`config.mk`:
```
export PLATFORM = sky130hd
export DESIGN_NAME = sample_frame_crc16_packer
export DESIGN_NICKNAME = d
export VERILOG_FILES = /design/src/rtl/core/sfcp_pkg.sv /design/src/rtl/core/sfcp_serializer.sv /design/src/rtl/core/sample_frame_crc16_packer.sv
export VERILOG_INCLUDE_DIRS = /design/src /design/src/rtl/core
export SDC_FILE = /design/constraint.sdc
export NUM_CORES = 1
export LEC_CHECK = 0
export ABC_AREA = 1
export BUFFER_PORTS_ARGS = -buffer_cell sky130_fd_sc_hd__buf_4
export CAP_MARGIN = 20
export CORE_ASPECT_RATIO = 1.2
export CORE_MARGIN = 2
export CORE_UTILIZATION = 50
export CTS_CLUSTER_DIAMETER = 150
export DETAILED_ROUTE_END_ITERATION = 12
export HOLD_SLACK_MARGIN = 0.15
export PLACE_DENSITY = 0.71
export SLEW_MARGIN = 20
export SYNTH_ARGS = -nofsm -noshare
export SYNTH_HDL_FRONTEND = slang
export SYNTH_HIERARCHICAL = 1
export SYNTH_SLANG_ARGS = --single-unit
```
`constraint.sdc`:
```
create_clock -name clk -period 9.1 [get_ports clk]
set_clock_uncertainty 0.2 [all_clocks]
set_input_delay 1.365 -clock clk [delete_from_list [all_inputs] [get_ports clk]]
set_output_delay 1.365 -clock clk [all_outputs]
set_load 0.05 [all_outputs]
```
`src/rtl/core/sample_frame_crc16_packer_assert.svh`:
```
// Assertion macros shared by the sample frame packer RTL.
// Each macro expects clk and rst in scope at the point of use.
`ifndef SAMPLE_FRAME_CRC16_PACKER_ASSERT_SVH
`define SAMPLE_FRAME_CRC16_PACKER_ASSERT_SVH

// Same-cycle implication, disabled during reset.
`define SFCP_ASSERT_NOW(lbl, ante, cons) \
  lbl: assert property (@(posedge clk) disable iff (rst) (ante) |-> (cons)) \
    else $error("sfcp assertion failed");

// Next-cycle implication, disabled during reset.
`define SFCP_ASSERT_NEXT(lbl, ante, cons) \
  lbl: assert property (@(posedge clk) disable iff (rst) (ante) |=> (cons)) \
    else $error("sfcp assertion failed");

`endif

```
`src/rtl/core/sfcp_pkg.sv`:
```
// Package for the sample frame packer: payload types, frame constants
// and the byte-wise CRC-16 (Modbus) update. No dependencies.
`default_nettype none

package sfcp_pkg;

  // Frame layout.
  localparam logic [3:0] DATA_LEN   = 4'd8;
  localparam logic [3:0] CRC_LO_POS = 4'd8;
  localparam logic [3:0] LAST_POS   = 4'd9;

  // Reflected CRC-16, Modbus flavor.
  localparam logic [15:0] CRC_INIT = 16'hFFFF;
  localparam logic [15:0] CRC_POLY = 16'hA001;

  typedef struct packed {
    logic signed [15:0] channel_zero;
    logic signed [15:0] channel_one;
    logic signed [15:0] channel_two;
    logic signed [15:0] channel_three;
  } sample_t;

  typedef struct packed {
    logic [7:0] frame_byte;
    logic [3:0] byte_position;
    logic       last_byte;
  } frame_t;

  // Folds one data byte into the CRC, one bit per step, LSB first.
  function automatic logic [15:0] crc16_byte(input logic [15:0] crc_in,
                                             input logic [7:0]  data);
    logic [15:0] c;
    c = crc_in ^ {8'h00, data};
    for (int b = 0; b < 8; b++) begin
      if (c[0]) begin
        c = (c >> 1) ^ CRC_POLY;
      end else begin
        c = c >> 1;
      end
    end
    return c;
  endfunction

endpackage

`default_nettype wire

```
`src/rtl/core/sfcp_serializer.sv`:
```
// Frame serializer: holds one set of samples, sends ten bytes and builds
// the CRC a byte at a time as the data bytes go out. Uses sfcp_pkg.
`default_nettype none

module sfcp_serializer (
  input  wire logic             clk,
  input  wire logic             rst,
  input  wire logic             load_valid,
  output logic                  load_ready,
  input  wire sfcp_pkg::sample_t load_data,
  output logic                  frame_valid,
  input  wire logic             frame_ready,
  output sfcp_pkg::frame_t      frame
);

  logic [7:0][7:0] data_bytes;
  logic [3:0]      pos;
  logic [15:0]     crc;
  logic            busy;
  logic [7:0]      cur_byte;
  logic            xfer;
  logic            at_last;

  // Select the byte for the current position: samples, then CRC low, high.
  always_comb begin
    if (pos < sfcp_pkg::DATA_LEN) begin
      cur_byte = data_bytes[pos[2:0]];
    end else if (pos == sfcp_pkg::CRC_LO_POS) begin
      cur_byte = crc[7:0];
    end else begin
      cur_byte = crc[15:8];
    end
  end

  assign xfer       = busy && frame_ready;
  assign at_last    = (pos == sfcp_pkg::LAST_POS);
  assign load_ready = !busy || (xfer && at_last);

  assign frame_valid         = busy;
  assign frame.frame_byte    = cur_byte;
  assign frame.byte_position = pos;
  assign frame.last_byte     = at_last;

  // Control: busy flag and byte position.
  always_ff @(posedge clk) begin
    if (rst) begin
      busy <= 1'b0;
      pos  <= '0;
    end else if (load_valid && load_ready) begin
      busy <= 1'b1;
      pos  <= '0;
    end else if (xfer) begin
      if (at_last) begin
        busy <= 1'b0;
      end else begin
        pos <= pos + 4'd1;
      end
    end
  end

  // Payload: sample bytes low byte first, and the running CRC.
  always_ff @(posedge clk) begin
    if (load_valid && load_ready) begin
      data_bytes[0] <= load_data.channel_zero[7:0];
      data_bytes[1] <= load_data.channel_zero[15:8];
      data_bytes[2] <= load_data.channel_one[7:0];
      data_bytes[3] <= load_data.channel_one[15:8];
      data_bytes[4] <= load_data.channel_two[7:0];
      data_bytes[5] <= load_data.channel_two[15:8];
      data_bytes[6] <= load_data.channel_three[7:0];
      data_bytes[7] <= load_data.channel_three[15:8];
      crc           <= sfcp_pkg::CRC_INIT;
    end else if (xfer && (pos < sfcp_pkg::DATA_LEN)) begin
      crc <= sfcp_pkg::crc16_byte(crc, cur_byte);
    end
  end

endmodule

`default_nettype wire

```
`src/rtl/core/sample_frame_crc16_packer.sv`:
```
// Top level of the sample frame packer: input holding register feeding the
// byte serializer. Uses sfcp_pkg, sfcp_serializer and the assertion header.
//
//   channel   direction  handshake                   payload
//   sample    in         sample_valid/sample_ready   sample (sfcp_pkg::sample_t)
//   frame     out        frame_valid/frame_ready     frame  (sfcp_pkg::frame_t)
//
// Each accepted sample set yields ten byte transfers, one per cycle at most.
// Sustained item rate is set by the single byte lane.
// A holding register takes the next item while the current frame is sent.
// Reset (rst, synchronous) clears both valid flags; no clearing pass.
// A stall on frame_ready holds the current byte and backs up into sample_ready.
`default_nettype none

`include "sample_frame_crc16_packer_assert.svh"

module sample_frame_crc16_packer (
  input  wire logic              clk,
  input  wire logic              rst,
  input  wire logic              sample_valid,
  output logic                   sample_ready,
  input  wire sfcp_pkg::sample_t sample,
  output logic                   frame_valid,
  input  wire logic              frame_ready,
  output sfcp_pkg::frame_t       frame
);

  logic              hold_valid;
  sfcp_pkg::sample_t hold_item;
  logic              load_ready;
  logic              mid_frame;
  logic              last_xfer;

  assign sample_ready = !hold_valid;

  // Holding register: filled on a sample transfer, drained into the serializer.
  always_ff @(posedge clk) begin
    if (rst) begin
      hold_valid <= 1'b0;
    end else if (sample_valid && sample_ready) begin
      hold_valid <= 1'b1;
    end else if (hold_valid && load_ready) begin
      hold_valid <= 1'b0;
    end
  end

  always_ff @(posedge clk) begin
    if (sample_valid && sample_ready) begin
      hold_item <= sample;
    end
  end

  sfcp_serializer u_serializer (
    .clk         (clk),
    .rst         (rst),
    .load_valid  (hold_valid),
    .load_ready  (load_ready),
    .load_data   (hold_item),
    .frame_valid (frame_valid),
    .frame_ready (frame_ready),
    .frame       (frame)
  );

  // Shorthands for the checks below.
  assign mid_frame = (frame.byte_position != 4'd0);
  assign last_xfer = frame_valid && frame_ready && frame.last_byte;

  // A frame byte past the first always follows a byte of the same frame.
  `SFCP_ASSERT_NOW(a_pos_follows, frame_valid && mid_frame, $past(frame_valid))

  // A waiting item starts a new frame right after the last byte transfer.
  `SFCP_ASSERT_NEXT(a_next_frame, last_xfer && hold_valid, frame_valid && !mid_frame)

  // A sample transfer always lands in the holding register.
  `SFCP_ASSERT_NEXT(a_hold_fill, sample_valid && sample_ready, hold_valid && !sample_ready)

endmodule

`default_nettype wire

```
Word-level counts from Yosys, hierarchy flattened
Cells that the tools add are included.
Widths: inputs -> output; s select.
Cells by class
  add/subtract/negate cells: 1
  magnitude comparators: 2
  equal/unequal tests: 2
  muxes and demuxes: 31
  bitwise operators: 10
  reduce and logical (&&, ||, !) cells: 14
Operator list (count)
  $mux 16: 22
  $bmux 8 s3: 1
  $mux 8: 3
  $not 2->3: 8
  $xor 16x8->16: 1
  $eq 4x4->1 const B: 2
  $reduce_bool 2->1: 3
  $logic_and 1x1->1: 5
  $mux 1: 5
  $add 4x1->4 const B: 1
  $lt 3x4->1 const B: 1
  $lt 4x4->1 const B: 1
  $reduce_and 2->1: 2
  $logic_not 1->1: 2
  $reduce_or 2->1: 1
  $logic_or 1x1->1: 1
  $not 1->1: 1
Word-level totals
  register bits after elaboration: 150
  output and inout bits: 15
  word-level logic and storage cells: 76

Logic depth before layout (Yosys ltp)
  word-level depth: 34
  gate-level depth with buffers: 22

Modules after synthesis
The synthesis kept the hierarchy.
Modules (own cells, without submodules)
  sfcp_serializer: times used 1, cells each 437, area each 3996.3 um^2
  sample_frame_crc16_packer: times used 1, cells each 71, area each 1971.9 um^2

Worst setup path after synthesis
OpenSTA, ideal clock, no wires.
  kind: input port to flip-flop
  start point: in frame_ready
  end point: reg u_serializer.pos[2]
  setup time: 0.086 ns
  data arrival time: 4.147 ns
  required time: 8.814 ns
  setup slack: 4.667 ns
  stages: 6
  cells stage by stage: nand2_1 -> o21ai_0 -> nand2_2 -> clkinv_1 -> or2_2 -> a211oi_1
On the way
  cells in the longest elaborated chain, start to end: 5
  elaborated cells on any way between the ends: 6
  classes of those cells: reduce/logical (6)
RTL lines
  from (decl): RTL line sample_frame_crc16_packer.sv:24  | input wire logic frame_ready,
  $logic_and 1x1->1: RTL line sfcp_serializer.sv:35  | assign xfer = busy && frame_ready;
  $logic_and 1x1->1: RTL line sfcp_serializer.sv:37  | assign load_ready = !busy || (xfer && at_last);
  $logic_or 1x1->1: RTL line sfcp_serializer.sv:37
  net load_ready: RTL line sample_frame_crc16_packer.sv:30  | logic load_ready;
  $logic_and 1x1->1: RTL line sfcp_serializer.sv:49  | end else if (load_valid && load_ready) begin
  $reduce_or 2->1 (no source line)
  to (signal assigned): RTL line sfcp_serializer.sv:56  | pos <= pos + 4'd1;
  to (decl): RTL line sfcp_serializer.sv:17  | logic [3:0] pos;
The timed path passes the listed nets, and every way through them passes these cells.
A chain may end at the register's enable or synchronous reset.

==> impl_metrics.ini <==
[timing]
final_hold_viol_count = 0
relSlewSlack_pct = 42.3
drv_slew = 0
setup_tns_ps = 0
finalSetupViolations = 0
whs_ps = 214
rsz0062_at_grt = false
worst_pin_slew_ps = 864
fin_crit_sh_pct = 47.8
period_needed_ps = 4350
fmax_mhz = 230

[global_route]
grt_max_degree = 65
grt_pass1_vias = 3787
grt_pass1_wl_mm = 18.3
track_usage_pct = 18.8
overflow = 0
antenna_found_initial = 0

[placement]
dp_hpwl_mm = 7.57
portBuffers = 82
dpl_cell_area_sq_um = 6700
gp_congestion = 0.897
dp_cells = 734

[floorplan]
io_pins = 83
initial_core_util_pct = 51.4
die_y_microns = 124
die_area_sq_um = 12800
rows = 43
die_w_microns = 104
core_area_sq_um = 11600

[final_layout]
drive_gt1_share_pct = 24.0
fill_cells = 931
nNetsFinal = 666
stdcell_count = 766
register_area_sq_um = 4280
multi_input_area_sq_um = 1390
final_area_sq_um = 7310
n_antenna_cell = 0
syn_to_final_growth_pct = 22.6

[power_and_ir_drop]
finalPower_w = 0.00172
clkPwrFrac_pct = 41.7
p_leak_nw = 2.98
p_int_w = 0.00133
pwr-share-comb_pct = 10.3
ir_drop_uv = 152
power.switching_w = 0.000393
pwr-share-seq_pct = 48.0
powerDensity_nw_per_um2 = 235
swShare_pct = 22.9

[route]
postRouteWirelength_mm = 11.3
drc = 0
vias_per_cell = 5.05
firstDrtPassIters = 5
num_vias = 3869
drt_iter0_markers = 316
ant_nets = 0
wire_per_inst_microns = 14.7

[clocking]
htree_levels = 4
clock_sinks = 150
post_cts_resized = 0
cts_setup_buffers = 0
cts.clk_slew.worst_paths_ps = 60
numCtsBuffers = 17
cts_buffer_depth = 2
cts_hold_buf = 0
clk_latency_ps = 410
cts_tree = done
cts-root-buf = clkbuf_16

[synth]
syn_nets = 578
syn_area_sq_um = 5970
ys_ff_latch = 150
syn_avg_cell_area_sq_um = 11.7
netlist_instances = 508
synth-warning-count = 6
yosysUniqueCellTypes = 29
yosysSeqAreaShare_pct = 71.8

[setup_path]
crit_arrival_ps = 2780
worstPathMaxFanout = 23
required_ps = 7540
cp-start-kind = flop
end_kind = output pin
critPathKind = flop to output pin

[outcome]
status = finished, final reports clean

[run]
cap_violations = 0

[hold_path]
hold_path.class = flop to flop
## placed cells by master (no fill, tap or decap), types with 8 or more instances in the layout
master       n
o21ai_0     24
a21oi_1     17
dfxtp_1     22
nor2_1      26
inv_2        8
nand2_1    117
inv_1       40
nand2_2     16
edfxtp_1   128
o211ai_1    11
buf_4       86
nand3_1     58
clkbuf_16   17
## final cells by class
cell class              count  share of cell area [%]
well taps                 157                    2.69
clock buffers              21                    6.02
inverters                  49                    2.51
flip-flops and latches    150                    58.6
multi-input cells         292                    19.0
repair buffers             86                    8.83
clock inverters            11                    2.38
## power by group through the flow
stage | clock network [W] | registers (W) | logic, W
after CTS | 0.000732 | 0.000826 | 0.000177
after detailed placement | 0 | 0.000840 | 0.000176
after global routing | 0.000764 | 0.000830 | 0.000197
after global placement | 0 | 0.000838 | 0.000173
final | 0.000716 | 0.000826 | 0.000177
after floorplan | 0 | 0.000835 | 0.000119
## cell families (layout without fill, tap and decap cells)
kind of cell / after synthesis / in the layout / synth area share, %
AND/OR/NAND/NOR: 224 / 224 / 16.4
flip-flops: 150 / 150 / 71.8
buffers and inverters: 66 / 167 / 4.93
AO/OA/AOI/OAI: 65 / 65 / 6.31
adder cells (fa/ha/maj): 2 / 2 / 0.419
XOR/XNOR: 1 / 1 / 0.147
## layer usage
layer	part of all wire, %	GRT usage (%)	up-vias
li1	-	-	1936
met1	42	22.8	1806
met2	50	31.2	105
met3	4.7	4.66	22
met4	3.0	10.7	0
met5	0	0	-
## synthesized netlist by cell type
library cell / number / area [sq um]
a211oi_1: 1 / 7.51
a21oi_1: 17 / 85.1
a21oi_2: 2 / 17.5
buf_2: 4 / 20.0
buf_4: 9 / 67.6
buf_6: 1 / 11.3
clkbuf_1: 3 / 11.3
clkinv_1: 2 / 7.51
dfxtp_1: 22 / 440
edfxtp_1: 128 / 3840
ha_1: 2 / 25.0
inv_1: 41 / 154
inv_2: 6 / 22.5
nand2_1: 117 / 439
nand2_2: 16 / 100
nand3_1: 58 / 290
nand3_2: 1 / 10.0
nand4_1: 1 / 6.26
nor2_1: 26 / 97.6
nor2_4: 1 / 11.3
nor4_1: 1 / 6.26
o211ai_1: 11 / 82.6
o21ai_0: 24 / 120
o21ai_1: 5 / 25.0
o21ai_2: 1 / 8.76
o221ai_1: 2 / 17.5
o22ai_1: 2 / 12.5
or2_2: 3 / 18.8
xor2_1: 1 / 8.76
## metrics by stage
step	util, %	setup slack, ps
2_1_floorplan	-	4670
3_3_place_gp	57.7	5290
3_5_place_dp	57.7	5180
4_1_cts	62.9	4700
5_1_grt	62.9	4470
6_report	62.9	4750
## critical path, stage by stage, from the launching register on
cell	delay, ps
dfxtp_1	880
inv_1	540
nor2_1	200
o21ai_0	110
nand3_1	110
nand3_1	170
nand2_1	150
buf_4	210
## path summary, 6_finish.rpt
| kind | start | endpoint | slack, ps | depth (start not counted) |
|---|---|---|---|---|
| worst max-delay path | u_serializer/pos[1] | frame[9] | 4750 | 7 |
| worst min-delay path | hold_item[20] | u_serializer/data_bytes[36] | 210 | 0 |
| worst max register to register | u_serializer/pos[1] | u_serializer/data_bytes[56] | 5220 | 7 |
| worst min register to register | hold_item[20] | u_serializer/data_bytes[36] | 210 | 0 |
## registers in the layout, indices dropped and copies added, names as in the netlist
name and count:
u_serializer/data_bytes 64, u_serializer/crc 16, u_serializer/frame_valid 1, hold_item 64, hold_valid 1, u_serializer/pos 4
No activity file was read; power rests on OpenSTA's default activity.
